[config.mk]
export PLATFORM = sky130hd
export DESIGN_NAME = triangle_span_rasterizer_top
export DESIGN_NICKNAME = d
export VERILOG_FILES = /design/src/trsr_pkg.sv /design/src/triangle_span_rasterizer_top.sv /design/src/trsr_div.sv /design/src/trsr_dp.sv /design/src/trsr_ctrl.sv
export SDC_FILE = /design/constraint.sdc
export NUM_CORES = 2
export LEC_CHECK = 0
export BUFFER_PORTS_ARGS = -buffer_cell sky130_fd_sc_hd__buf_2
export CAP_MARGIN = 20
export CORE_MARGIN = 2
export CORE_UTILIZATION = 45
export DETAILED_ROUTE_END_ITERATION = 12
export GPL_TIMING_DRIVEN = 0
export SYNTH_ARGS = -nofsm -noshare
export SYNTH_HDL_FRONTEND = slang
export SYNTH_SLANG_ARGS = --single-unit
[constraint.sdc]
create_clock -name clk_i -period 11.34 [get_ports clk_i]
set_input_delay 1.134 -clock clk_i [delete_from_list [all_inputs] [get_ports clk_i]]
set_output_delay 1.134 -clock clk_i [all_outputs]
set_load 0.01 [all_outputs]
[src/trsr_pkg.sv]
// Shared types for the triangle span rasterizer.
package trsr_pkg;

  typedef enum logic [0:0] {
    REQ_LOAD = 1'b0,
    REQ_STEP = 1'b1
  } trsr_req_e;

  typedef enum logic [6:0] {
    S_IDLE = 7'b0000001,
    S_DIVA = 7'b0000010,
    S_DIVB = 7'b0000100,
    S_FIN  = 7'b0001000,
    S_MULA = 7'b0010000,
    S_MULB = 7'b0100000,
    S_EMIT = 7'b1000000
  } trsr_state_e;

  typedef struct packed {
    logic load;
    logic div_start;
    logic div_sel_b;
    logic lat_a;
    logic lat_b;
    logic finish;
    logic mul_a;
    logic mul_b;
    logic emit;
  } trsr_cmd_t;

  typedef struct packed {
    logic active;
    logic flat;
    logic div_done;
    logic enter_lower;
    logic out_free;
  } trsr_sts_t;

endpackage

[src/triangle_span_rasterizer_top.sv]
// Top level of the triangle span rasterizer.
//
//  channel | direction | handshake            | word
//  in      | input     | in_valid/in_ready    | req_type, fill_color, vertices
//  out     | output    | out_valid/out_ready  | span row, left, right, color, flags
//
// A load word, or a step with no triangle, is taken while idle and gives no result.
// A step word puts out its span after both of its edge crossings are divided in turn by the
// shared radix-2 divider, running one quotient bit per cycle; the next word can be taken
// in the same cycle as the span appears on the output.
// A flat triangle skips the divider; entering the lower half adds the two setup multiplies.
// Reset is asynchronous and active low; a stalled output holds its word, the next word is
// taken while it waits, and a step behind it waits for the output before it emits.
module triangle_span_rasterizer_top #(
  parameter int SCREEN_WIDTH  = 320,
  parameter int SCREEN_HEIGHT = 240,
  parameter int COORD_BITS    = 12
) (
  input  logic                               clk_i,
  input  logic                               rst_ni,
  input  logic                               in_valid_i,
  output logic                               in_ready_o,
  input  logic                               req_type_i,
  input  logic [15:0]                        fill_color_i,
  input  logic signed [COORD_BITS-1:0]       ax_i,
  input  logic signed [COORD_BITS-1:0]       ay_i,
  input  logic signed [COORD_BITS-1:0]       bx_i,
  input  logic signed [COORD_BITS-1:0]       by_coord_i,
  input  logic signed [COORD_BITS-1:0]       cx_i,
  input  logic signed [COORD_BITS-1:0]       cy_i,
  output logic                               out_valid_o,
  input  logic                               out_ready_i,
  output logic [$clog2(SCREEN_HEIGHT)-1:0]   span_row_o,
  output logic [$clog2(SCREEN_WIDTH)-1:0]    span_left_o,
  output logic [$clog2(SCREEN_WIDTH)-1:0]    span_right_o,
  output logic [15:0]                        span_color_o,
  output logic                               on_screen_o,
  output logic                               last_span_o
);

  trsr_pkg::trsr_cmd_t cmd;
  trsr_pkg::trsr_sts_t sts;

  trsr_ctrl u_ctrl (
    .clk_i     (clk_i),
    .rst_ni    (rst_ni),
    .in_valid_i(in_valid_i),
    .in_ready_o(in_ready_o),
    .req_type_i(req_type_i),
    .sts_i     (sts),
    .cmd_o     (cmd)
  );

  trsr_dp #(
    .SCREEN_WIDTH (SCREEN_WIDTH),
    .SCREEN_HEIGHT(SCREEN_HEIGHT),
    .COORD_BITS   (COORD_BITS)
  ) u_dp (
    .clk_i       (clk_i),
    .rst_ni      (rst_ni),
    .cmd_i       (cmd),
    .sts_o       (sts),
    .fill_color_i(fill_color_i),
    .ax_i        (ax_i),
    .ay_i        (ay_i),
    .bx_i        (bx_i),
    .by_coord_i  (by_coord_i),
    .cx_i        (cx_i),
    .cy_i        (cy_i),
    .out_ready_i (out_ready_i),
    .out_valid_o (out_valid_o),
    .span_row_o  (span_row_o),
    .span_left_o (span_left_o),
    .span_right_o(span_right_o),
    .span_color_o(span_color_o),
    .on_screen_o (on_screen_o),
    .last_span_o (last_span_o)
  );

endmodule

[src/trsr_div.sv]
// Radix-2 restoring signed divider, truncating toward zero, one bit per cycle.
module trsr_div #(
  parameter int N = 26,
  parameter int D = 13
) (
  input  logic                clk_i,
  input  logic                rst_ni,
  input  logic                start_i,
  input  logic signed [N-1:0] dividend_i,
  input  logic        [D-1:0] divisor_i,
  output logic                done_o,
  output logic signed [N-1:0] quot_o
);

  localparam int CNTW = (N > 2) ? $clog2(N) : 1;

  logic            busy_q, busy_d, done_q, done_d;
  logic [CNTW-1:0] cnt_q, cnt_d;
  logic [N-1:0]    q_q, q_d;
  logic [D-1:0]    rem_q, rem_d, dvs_q, dvs_d;
  logic            neg_q, neg_d;
  logic [D:0]      rem_sh, trial;
  logic            ge;

  // Shift in one dividend bit and try a subtract
  always_comb begin
    rem_sh = {rem_q, q_q[N-1]};
    trial  = rem_sh - {1'b0, dvs_q};
    ge     = (rem_sh >= {1'b0, dvs_q});
  end

  always_comb begin
    busy_d = busy_q;
    done_d = 1'b0;
    cnt_d  = cnt_q;
    q_d    = q_q;
    rem_d  = rem_q;
    dvs_d  = dvs_q;
    neg_d  = neg_q;
    if (start_i) begin
      busy_d = 1'b1;
      cnt_d  = CNTW'(N - 1);
      neg_d  = dividend_i[N-1];
      q_d    = dividend_i[N-1] ? unsigned'(-dividend_i) : unsigned'(dividend_i);
      rem_d  = '0;
      dvs_d  = divisor_i;
    end else if (busy_q) begin
      q_d   = {q_q[N-2:0], ge};
      rem_d = ge ? trial[D-1:0] : rem_sh[D-1:0];
      cnt_d = cnt_q - 1'b1;
      if (cnt_q == '0) begin
        busy_d = 1'b0;
        done_d = 1'b1;
      end
    end
  end

  always_ff @(posedge clk_i or negedge rst_ni) begin
    if (!rst_ni) begin
      busy_q <= 1'b0;
      done_q <= 1'b0;
    end else begin
      busy_q <= busy_d;
      done_q <= done_d;
    end
  end

  always_ff @(posedge clk_i) begin
    cnt_q <= cnt_d;
    q_q   <= q_d;
    rem_q <= rem_d;
    dvs_q <= dvs_d;
    neg_q <= neg_d;
  end

  assign done_o = done_q;
  assign quot_o = neg_q ? -$signed(q_q) : $signed(q_q);

endmodule

[src/trsr_dp.sv]
// Datapath: vertex sort, edge accumulators, shared divider and multiplier, span staging and output word.
module trsr_dp #(
  parameter int SCREEN_WIDTH  = 320,
  parameter int SCREEN_HEIGHT = 240,
  parameter int COORD_BITS    = 12,
  localparam int XW = $clog2(SCREEN_WIDTH),
  localparam int YW = $clog2(SCREEN_HEIGHT)
) (
  input  logic                         clk_i,
  input  logic                         rst_ni,
  input  trsr_pkg::trsr_cmd_t          cmd_i,
  output trsr_pkg::trsr_sts_t          sts_o,
  input  logic [15:0]                  fill_color_i,
  input  logic signed [COORD_BITS-1:0] ax_i,
  input  logic signed [COORD_BITS-1:0] ay_i,
  input  logic signed [COORD_BITS-1:0] bx_i,
  input  logic signed [COORD_BITS-1:0] by_coord_i,
  input  logic signed [COORD_BITS-1:0] cx_i,
  input  logic signed [COORD_BITS-1:0] cy_i,
  input  logic                         out_ready_i,
  output logic                         out_valid_o,
  output logic [YW-1:0]                span_row_o,
  output logic [XW-1:0]                span_left_o,
  output logic [XW-1:0]                span_right_o,
  output logic [15:0]                  span_color_o,
  output logic                         on_screen_o,
  output logic                         last_span_o
);

  localparam int CW = COORD_BITS;
  localparam int DW = CW + 1;
  localparam int AW = 2 * DW;
  localparam int SW = CW + 2;

  logic signed [CW-1:0] x0_q, y0_q, x1_q, y1_q, x2_q, y2_q, row_q;
  logic signed [CW:0]   upe_q;
  logic signed [AW-1:0] acc_a_q, acc_b_q;
  logic signed [SW-1:0] qa_q, qb_q;
  logic                 lower_q, active_q, out_valid_q;
  logic [15:0]          color_q;
  logic [YW-1:0]        res_row_q;
  logic [XW-1:0]        res_left_q, res_right_q;
  logic                 res_on_q, res_last_q;

  // Sort vertices by y, keeping the order of equal rows
  logic signed [CW-1:0] sx0, sy0, sx1, sy1, sx2, sy2, tx, ty;
  always_comb begin
    sx0 = ax_i; sy0 = ay_i; sx1 = bx_i; sy1 = by_coord_i; sx2 = cx_i; sy2 = cy_i;
    tx = '0; ty = '0;
    if (sy0 > sy1) begin
      tx = sx0; ty = sy0; sx0 = sx1; sy0 = sy1; sx1 = tx; sy1 = ty;
    end
    if (sy1 > sy2) begin
      tx = sx1; ty = sy1; sx1 = sx2; sy1 = sy2; sx2 = tx; sy2 = ty;
    end
    if (sy0 > sy1) begin
      tx = sx0; ty = sy0; sx0 = sx1; sy0 = sy1; sx1 = tx; sy1 = ty;
    end
  end

  // Edge deltas
  logic signed [DW-1:0] dx10, dx20, dx21, dy10, dy20, dy21, dr0, dr1;
  always_comb begin
    dx10 = DW'(x1_q) - DW'(x0_q);
    dx20 = DW'(x2_q) - DW'(x0_q);
    dx21 = DW'(x2_q) - DW'(x1_q);
    dy10 = DW'(y1_q) - DW'(y0_q);
    dy20 = DW'(y2_q) - DW'(y0_q);
    dy21 = DW'(y2_q) - DW'(y1_q);
    dr0  = DW'(row_q) - DW'(y0_q);
    dr1  = DW'(row_q) - DW'(y1_q);
  end

  // Shared divider
  logic signed [AW-1:0] div_num, quot;
  logic signed [DW-1:0] div_den;
  logic                 div_done;
  always_comb begin
    div_num = cmd_i.div_sel_b ? acc_b_q : acc_a_q;
    div_den = cmd_i.div_sel_b ? dy20 : (lower_q ? dy21 : dy10);
  end

  trsr_div #(.N(AW), .D(DW)) u_div (
    .clk_i     (clk_i),
    .rst_ni    (rst_ni),
    .start_i   (cmd_i.div_start),
    .dividend_i(div_num),
    .divisor_i (unsigned'(div_den)),
    .done_o    (div_done),
    .quot_o    (quot)
  );

  // Shared multiplier for the lower-half setup
  logic signed [DW-1:0] mul_x, mul_y;
  logic signed [AW-1:0] prod;
  always_comb begin
    mul_x = cmd_i.mul_a ? dx21 : dx20;
    mul_y = cmd_i.mul_a ? dr1 : dr0;
    prod  = mul_x * mul_y;
  end

  function automatic logic [XW-1:0] clamp_x(logic signed [SW-1:0] v);
    if (v < 0)                           return '0;
    else if (int'(v) > SCREEN_WIDTH - 1) return XW'(SCREEN_WIDTH - 1);
    else                                 return XW'(unsigned'(v));
  endfunction

  // Form the span from the quotients or, for a flat triangle, min and max x
  logic                 flat, last, on_row, enter_lower;
  logic signed [CW-1:0] mn, mx;
  logic signed [SW-1:0] sum_a, sum_b;
  logic [XW-1:0]        ca, cb;
  logic [YW-1:0]        crow;
  always_comb begin
    flat = (y0_q == y2_q);
    mn = x0_q; mx = x0_q;
    if (x1_q < mn) mn = x1_q; else if (x1_q > mx) mx = x1_q;
    if (x2_q < mn) mn = x2_q; else if (x2_q > mx) mx = x2_q;
    if (flat) begin
      sum_a = SW'(mn);
      sum_b = SW'(mx);
    end else begin
      sum_a = SW'(lower_q ? x1_q : x0_q) + qa_q;
      sum_b = SW'(x0_q) + qb_q;
    end
    ca   = clamp_x(sum_a);
    cb   = clamp_x(sum_b);
    last = flat || (row_q >= y2_q);
    enter_lower = !flat && !lower_q && !last && ($signed({row_q[CW-1], row_q}) >= upe_q);
    on_row = (row_q >= 0) && (int'(row_q) < SCREEN_HEIGHT);
    if (row_q < 0)                           crow = '0;
    else if (int'(row_q) > SCREEN_HEIGHT - 1) crow = YW'(SCREEN_HEIGHT - 1);
    else                                     crow = YW'(unsigned'(row_q));
  end

  // Control state
  always_ff @(posedge clk_i or negedge rst_ni) begin
    if (!rst_ni) begin
      active_q    <= 1'b0;
      lower_q     <= 1'b0;
      out_valid_q <= 1'b0;
    end else begin
      if (cmd_i.load) begin
        active_q <= 1'b1;
        lower_q  <= (sy0 == sy1) && (sy0 != sy2);
      end else if (cmd_i.finish) begin
        if (last)        active_q <= 1'b0;
        if (enter_lower) lower_q  <= 1'b1;
      end
      if (cmd_i.emit)       out_valid_q <= 1'b1;
      else if (out_ready_i) out_valid_q <= 1'b0;
    end
  end

  // Triangle and accumulator payload
  always_ff @(posedge clk_i) begin
    if (cmd_i.load) begin
      x0_q <= sx0; y0_q <= sy0; x1_q <= sx1; y1_q <= sy1; x2_q <= sx2; y2_q <= sy2;
      row_q   <= sy0;
      upe_q   <= (sy1 == sy2) ? (CW+1)'(sy1) : (CW+1)'(sy1) - (CW+1)'(1);
      acc_a_q <= '0;
      acc_b_q <= '0;
      color_q <= fill_color_i;
    end else if (cmd_i.finish) begin
      if (!flat) begin
        acc_a_q <= acc_a_q + AW'(lower_q ? dx21 : dx10);
        acc_b_q <= acc_b_q + AW'(dx20);
      end
      if (!last) row_q <= row_q + CW'(1);
      res_row_q   <= crow;
      res_left_q  <= (ca > cb) ? cb : ca;
      res_right_q <= (ca > cb) ? ca : cb;
      res_on_q    <= on_row;
      res_last_q  <= last;
    end else if (cmd_i.mul_a) begin
      acc_a_q <= prod;
    end else if (cmd_i.mul_b) begin
      acc_b_q <= prod;
    end
    if (cmd_i.lat_a) qa_q <= quot[SW-1:0];
    if (cmd_i.lat_b) qb_q <= quot[SW-1:0];
  end

  // Output word
  always_ff @(posedge clk_i) begin
    if (cmd_i.emit) begin
      span_row_o   <= res_row_q;
      span_left_o  <= res_left_q;
      span_right_o <= res_right_q;
      span_color_o <= color_q;
      on_screen_o  <= res_on_q;
      last_span_o  <= res_last_q;
    end
  end

  assign out_valid_o       = out_valid_q;
  assign sts_o.active      = active_q;
  assign sts_o.flat        = flat;
  assign sts_o.div_done    = div_done;
  assign sts_o.enter_lower = enter_lower;
  assign sts_o.out_free    = !out_valid_q || out_ready_i;

endmodule

[src/trsr_ctrl.sv]
// Controller: sequences load, two divisions, span finish, setup multiplies and emit.
module trsr_ctrl (
  input  logic                clk_i,
  input  logic                rst_ni,
  input  logic                in_valid_i,
  output logic                in_ready_o,
  input  logic                req_type_i,
  input  trsr_pkg::trsr_sts_t sts_i,
  output trsr_pkg::trsr_cmd_t cmd_o
);

  trsr_pkg::trsr_state_e state_q, state_d;

  always_comb begin
    state_d    = state_q;
    cmd_o      = '0;
    in_ready_o = 1'b0;
    unique case (state_q)
      trsr_pkg::S_IDLE: begin
        in_ready_o = 1'b1;
        if (in_valid_i) begin
          if (req_type_i == trsr_pkg::REQ_LOAD) begin
            cmd_o.load = 1'b1;
          end else if (sts_i.active) begin
            if (sts_i.flat) begin
              state_d = trsr_pkg::S_FIN;
            end else begin
              cmd_o.div_start = 1'b1;
              state_d = trsr_pkg::S_DIVA;
            end
          end
        end
      end
      trsr_pkg::S_DIVA: begin
        if (sts_i.div_done) begin
          cmd_o.lat_a     = 1'b1;
          cmd_o.div_start = 1'b1;
          cmd_o.div_sel_b = 1'b1;
          state_d = trsr_pkg::S_DIVB;
        end
      end
      trsr_pkg::S_DIVB: begin
        if (sts_i.div_done) begin
          cmd_o.lat_b = 1'b1;
          state_d = trsr_pkg::S_FIN;
        end
      end
      trsr_pkg::S_FIN: begin
        cmd_o.finish = 1'b1;
        state_d = sts_i.enter_lower ? trsr_pkg::S_MULA : trsr_pkg::S_EMIT;
      end
      trsr_pkg::S_MULA: begin
        cmd_o.mul_a = 1'b1;
        state_d = trsr_pkg::S_MULB;
      end
      trsr_pkg::S_MULB: begin
        cmd_o.mul_b = 1'b1;
        state_d = trsr_pkg::S_EMIT;
      end
      trsr_pkg::S_EMIT: begin
        if (sts_i.out_free) begin
          cmd_o.emit = 1'b1;
          state_d = trsr_pkg::S_IDLE;
        end
      end
      default: state_d = trsr_pkg::S_IDLE;
    endcase
  end

  always_ff @(posedge clk_i or negedge rst_ni) begin
    if (!rst_ni) begin
      state_q <= trsr_pkg::S_IDLE;
    end else begin
      state_q <= state_d;
    end
  end

endmodule

# After elaboration in Yosys (flattened, before gate mapping)
# Index checks and enable logic that the tools add are counted.
# op_classes
bitwise,1
n_eq_ne,20
n_addsub,18
magnitude_cmp,19
n_mux,90
n_reduce_logical,27
n_mul,1
# op_table
op,count
$mux 26,12
$mux 12,21
$sub 12x12->13,8
$mux 13,6
$gt 12x12->1,5
$mux 14,4
$mux 9,6
$mux 7,7
$pmux 7 s7,1
$eq 12x12->1,3
$gt 14x10->1 const B,2
$lt 14x1->1 const B,2
$mux 1,27
$add 26x13->26,1
$add 26x26->26,1
$mul 13x13->26,1
$neg 26->26,1
$lt 12x12->1,2
$add 12x14->14,1
$add 14x14->14,1
$ge 14x13->1,1
$neg 14->14,1
$reduce_bool 2->1,7
$ge 12x13->1,1
other kinds (34),54
# totals
wordCells,212
ff_bits,335
inputBits,93

# Depth between registers and ports, before layout
# depth
word_depth,12
depth_mapped,44
mapped_depth_nobuf,42

# Hierarchy
# Synthesis repeated with hierarchy kept, for this count alone.
# unflattened
hier_cells,3863
area_unflattened_um2,34152.8
# by_module_without_submodules
module,seq_area_each_um2,area_each_um2,instances,cells_per_inst
trsr_dp,7512.2,29439.5,1,3360
trsr_div,1611.5,4221.5,1,449
trsr_ctrl,176.4,491.7,1,54

# Worst setup path after synthesis
# No wires, ideal clock.
# synth_path
path_type,register to register
start,register u_ctrl.state_q[1]
end,register u_dp.acc_a_q[24]
period_less_slack_ps,9667
path_stages_with_launch,42
required_ps,11206
path_slack_ps,1673
t_arrival_ps,9533
n_path_buf,4
path_cell_list,dfrtp_1 -> nor2_1 -> nor4b_1 -> nand3b_1 -> clkbuf_1 -> clkbuf_1 -> clkbuf_1 -> o21ai_0 -> ha_1 -> fa_1 -> nor2b_1 -> o21ai_0 -> a21boi_0 -> o21ai_0 -> nand2b_1 -> a21o_1 -> a21o_1 -> a21o_1 -> [6 not listed] -> fa_1 -> inv_1 -> fa_1 -> inv_1 -> fa_1 -> fa_1 -> fa_1 -> inv_1 -> ha_1 -> nand3_1 -> o311ai_0 -> a31oi_1 -> o211a_1 -> o31ai_1 -> xnor2_1 -> nor2_1 -> a21oi_1 -> a31oi_1
# synth_between
elab_chain_cells,6
elab_cells_between_ends,14
cone_classes,1 x mul; 4 x eq/ne; 7 x mux; 2 x reduce/logical
# synth_lines
element,line_no,source
from (decl),trsr_ctrl.sv:12,"trsr_pkg::trsr_state_e state_q, state_d;"
from (signal assigned),trsr_ctrl.sv:72,state_q <= trsr_pkg::S_IDLE;
from (signal assigned),trsr_ctrl.sv:74,state_q <= state_d;
$eq 7x5->1,trsr_ctrl.sv:18,unique case (state_q)
$mux 1,trsr_ctrl.sv:18,
"$mux 13, on equally long branches","trsr_dp.sv:97, trsr_dp.sv:98",
$mul 13x13->26,trsr_dp.sv:99,prod = mul_x * mul_y;
$mux 26,trsr_dp.sv:175,end else if (cmd_i.mul_a) begin
$mux 26,trsr_dp.sv:164,end else if (cmd_i.finish) begin
to (signal assigned),trsr_dp.sv:166,acc_a_q <= acc_a_q + AW'(lower_q ? dx21 : dx10);
to (signal assigned),trsr_dp.sv:176,acc_a_q <= prod;
to (decl),trsr_dp.sv:37,"logic signed [AW-1:0] acc_a_q, acc_b_q;"
# Parallel ways exist; a longest one is shown, timed or not. The select of a mux whose other input is x is not followed.
# A chain may end at the register's enable or synchronous reset.

# Final worst setup path
# layout_path
start,input port by_coord_i[5]
end,register u_dp.upe_q[10] (data pin)
# layout_between
elab_chain_cells,8
elab_cells_between_ends,11
cone_classes,1 x add/sub; 3 x order compare; 1 x eq/ne; 6 x mux
# layout_lines
element,line_no,source
from (decl),triangle_span_rasterizer_top.sv:28,"input logic signed [COORD_BITS-1:0] by_coord_i,"
$gt 12x12->1,trsr_dp.sv:50,if (sy0 > sy1) begin
$mux 12,trsr_dp.sv:50,
$gt 12x12->1,trsr_dp.sv:53,if (sy1 > sy2) begin
$mux 12,trsr_dp.sv:53,
$gt 12x12->1,trsr_dp.sv:56,if (sy0 > sy1) begin
$mux 12 *,trsr_dp.sv:56,
net u_dp.sy1[0],trsr_dp.sv:46,"logic signed [CW-1:0] sx0, sy0, sx1, sy1, sx2, sy2, tx, ty;"
$sub 12x2->13 or $eq 12x12->1 (tied branches),trsr_dp.sv:160,upe_q <= (sy1 == sy2) ? (CW+1)'(sy1) : (CW+1)'(sy1) - (CW+1)'(1);
$mux 13 *,trsr_dp.sv:160,
to (signal assigned),trsr_dp.sv:160,
to (decl),trsr_dp.sv:36,logic signed [CW:0] upe_q;
# The timed path passes the listed nets; every way through them passes the cells marked *.

==> out/qor.tcl <==
set qor(status) {complete, no violations}
set qor(synth_edf_count) 253
set qor(clock_latency_ns) 0.59
set qor(floorplan.die_area_um2) 76510
set qor(cpPeakStageDelay_ns) 0.54
set qor(postRouteWirelength_mm) 110.0
set qor(max_cap_viol_count) 0
set qor(skew_ns) 0.02691
set qor(worstMarginPinSlew_ns) 1.075
set qor(period_share_pct) 95.42
set qor(io_buffers) 133
set qor(x_dimension_of_the_die_um) 276.6
set qor(avgViaCountPerCell) 5.834
set qor(cp-end-kind) {flip-flop}
set qor(die_y_um) 276.6
set qor(maxSlewViolCount) 0
set qor(fin_worst_hold_slack_ns) 0.4099
set qor(fmaxAchievable_mhz) 92.41
set qor(criticalPathCategory) {primary input to flip-flop}
set qor(period_needed_ns) 10.82
set qor(synth.ff_latch_count) 335
set qor(max_slew_margin_pct) 28.36
set qor(postLayoutCoreUtil_pct) 50.41
set qor(syn-cell-area_um2) 33440
set qor(timing.reg2reg.worst_path_depth) 40
set qor(drt_drc_violations_left) 0
set qor(tritoncts) {built}
set qor(critPathLaunch) {by_coord_i[5]}
set qor(syn_nets) 4457
set qor(ios) 139
set qor(grt_use_total_pct) 28.52
set qor(synth_cells) 3846
set qor(crit_arrival_ns) 11.13
set qor(report.final.setup_viol) 0
set qor(slowest_stage) {a21oi_1}
set qor(setup.worst_path.start_class) {primary input}
set qor(clkTransAtPathRegs_ns) 0.06
set qor(synth-seq-area-share_pct) 27.81
set qor(layout-drive-gt1-share_pct) 7.679
set qor(rows) 99
set qor(cts.sink_count) 335
set qor(grt_start_max_net_pins) 42
set qor(yosys_most_used_dff) {edfxtp_1}
set qor(timing.critical_path.to) {u_dp.upe_q[10]}
set qor(nNetsFinal) 4642
set qor(initialDrtViolationCount) 2950
set qor(critical_path.reg2reg.startpoint) {u_ctrl.state_q[1]}
set qor(hpwlAfterDp_mm) 87.97
set qor(max_buffers_root_to_sink) 3
set qor(worst_r2r_endpoint) {u_dp.acc_a_q[24]}
set qor(yosys.cell_types.count) 92
set qor(core_region_area_um2) 73210
set qor(initial_core_util_pct) 45.68
set qor(first_global_vias) 28600
set qor(ys.warnings.count) 0
set qor(congestion_overflow_gr) 0
set qor(finalHoldViolations) 0
set qor(antenna_left) 0
set qor(place.gp.congestion) 1.006
set qor(synth.avg_cell_area_um2) 8.695
set qor(detail_route.first_pass.iterations) 6
set qor(grt_antenna_before_repair) 0
set qor(cts_htree_levels) 2
set qor(diodes) 0
set qor(cts_buffers) 40
set qor(critPathMaxFanout) 10
set qor(vias) 29300
set qor(routed_wire_length_per_instance_um) 21.89
set qor(grt_first_pass_wirelength_mm) 169.6
set qor(hold_path.class) {flip-flop to flip-flop}
set qor(clock-root-buffer) {clkbuf_16}
set qor(r2r_setup_slack_ns) 0.66
set qor(async_reset_ff_share_pct) 3.582
set qor(syn_to_final_growth_pct) 10.36
set qor(critPathRequiredTime_ns) 11.65
cell families after synthesis:
kind of cell | Yosys count | share of synthesized area, %
AO/OA/AOI/OAI | 987 | 18.14
XOR/XNOR | 235 | 6.155
adder cells (fa/ha/maj) | 518 | 23.31
buffers and inverters | 549 | 6.263
flip-flops | 335 | 27.81
multiplexers | 80 | 2.458
AND/OR/NAND/NOR | 1142 | 15.86
critical path: cells and delay by family:
family                     cells  cell delay (ns)
buffers and inverters         13             3.60
AOI/OAI and AO/OA             11             3.09
and+or+nand+nor               10             1.93
adders and majority gates      4             1.25
xor gates and xnor gates       1             0.07
worst min-delay path by stage:
stage / start / to / slack, ns / cells after the start
2_1_floorplan: u_dp.res_last_q / u_dp.last_span_o / 0.40 / 0
3_3_place_gp: u_dp.color_q[7] / u_dp.span_color_o[7] / 0.40 / 0
3_5_place_dp: u_dp.res_on_q / u_dp.on_screen_o / 0.40 / 0
4_1_cts: u_dp.color_q[15] / u_dp.span_color_o[15] / 0.41 / 0
5_1_grt: u_dp.res_left_q[7] / u_dp.span_left_o[7] / 0.42 / 0
6_report: u_dp.color_q[15] / u_dp.span_color_o[15] / 0.41 / 0
layout make-up:
cell class | count | area [um^2]
Buffer | 139 | 564.3
Clock buffer | 48 | 1031
Clock inverter | 26 | 300.3
Fill cell | 7079 | 36300
Inverter | 408 | 1536
Multi-Input combinational cell | 2962 | 22110
Sequential cell | 335 | 9300
Tap cell | 959 | 1200
Timing Repair Buffer | 145 | 858.3
timing repair:
action,4_1_cts,5_1_grt
buffers inserted,0,2
setup endpoints to repair,6,52
pin swaps,1,1
hold buffers,0,0
gates resized for setup,6,18
cell usage in the layout, fill, tap and decap left out, types with 10 or more instances in the layout:
master / n
o22ai_1: 47
inv_1: 403
ha_1: 343
o31ai_1: 15
and3_1: 24
mux2_2: 14
a22oi_1: 10
clkbuf_2: 10
nand2_1: 366
nand3_1: 71
and2_1: 18
nor2b_1: 61
or3_1: 32
dfrtp_1: 11
nand3b_1: 10
a21oi_1: 266
a31oi_1: 68
dfxtp_1: 70
clkbuf_16: 40
o21bai_1: 26
mux2i_1: 65
nor3_1: 71
o211ai_1: 31
xor2_1: 68
o21a_1: 34
nand4_1: 33
or2_2: 19
nand2b_1: 57
xnor2_1: 165
edfxtp_1: 253
a21boi_0: 26
a211oi_1: 34
o21ai_0: 264
clkbuf_1: 102
o21ai_1: 14
buf_1: 15
fa_1: 175
buf_2: 152
a21o_1: 59
nor2_1: 340
metrics by stage:
stage | TNS, ns | instances | instance area, um^2 | setup WS [ns]
after floorplan | 0 | 3846 | 33440 | 1.673
after global placement | -5.492 | 4938 | 35310 | -0.4501
after detailed placement | -4.572 | 4947 | 35480 | -0.4215
after CTS | 0 | 5020 | 36820 | 0.1058
after global routing | -0.004152 | 5022 | 36900 | -0.004152
final | 0 | 5022 | 36900 | 0.5188
registers in the layout, indices dropped and copies added, names as in the netlist, 13 cells and up:
signal,cells
u_dp.qb_q,14
u_dp.u_div.rem_q,13
u_dp.upe_q,13
u_dp.color_q,16
u_dp.acc_b_q,26
u_dp.u_div.q_q,26
u_dp.qa_q,14
u_dp.u_div.dvs_q,13
u_dp.span_color_o,16
u_dp.acc_a_q,26
routing by layer:
layer | global-route usage, % | vias up | share of wire [%] | routed length (um)
met4 | 9.500 | 0 | 3.4 | 3764
met3 | 4.311 | 205 | 7.6 | 8376
met2 | 46.43 | 1156 | 46 | 50330
li1 | - | 13870 | - | -
met1 | 38.82 | 14070 | 43 | 47480
met5 | 0 | - | 0 | 0
cells in the mapped netlist (69+ instances only):
cell | instances | area share [%]
nor3_1 | 73 | 1.1
xnor2_1 | 166 | 4.3
fa_1 | 175 | 10
nand3_1 | 71 | 1.1
xor2_1 | 69 | 1.8
nand2_1 | 366 | 4.1
ha_1 | 343 | 13
dfxtp_1 | 70 | 4.2
edfxtp_1 | 253 | 23
clkbuf_1 | 104 | 1.2
a21oi_1 | 269 | 4.0
inv_1 | 403 | 4.5
nor2_1 | 340 | 3.8
o21ai_0 | 266 | 4.0
a31oi_1 | 69 | 1.3
Power is left out: the tool's default activity adds up to more than one toggle a clock period on the data nets, which glitch-free logic cannot reach.
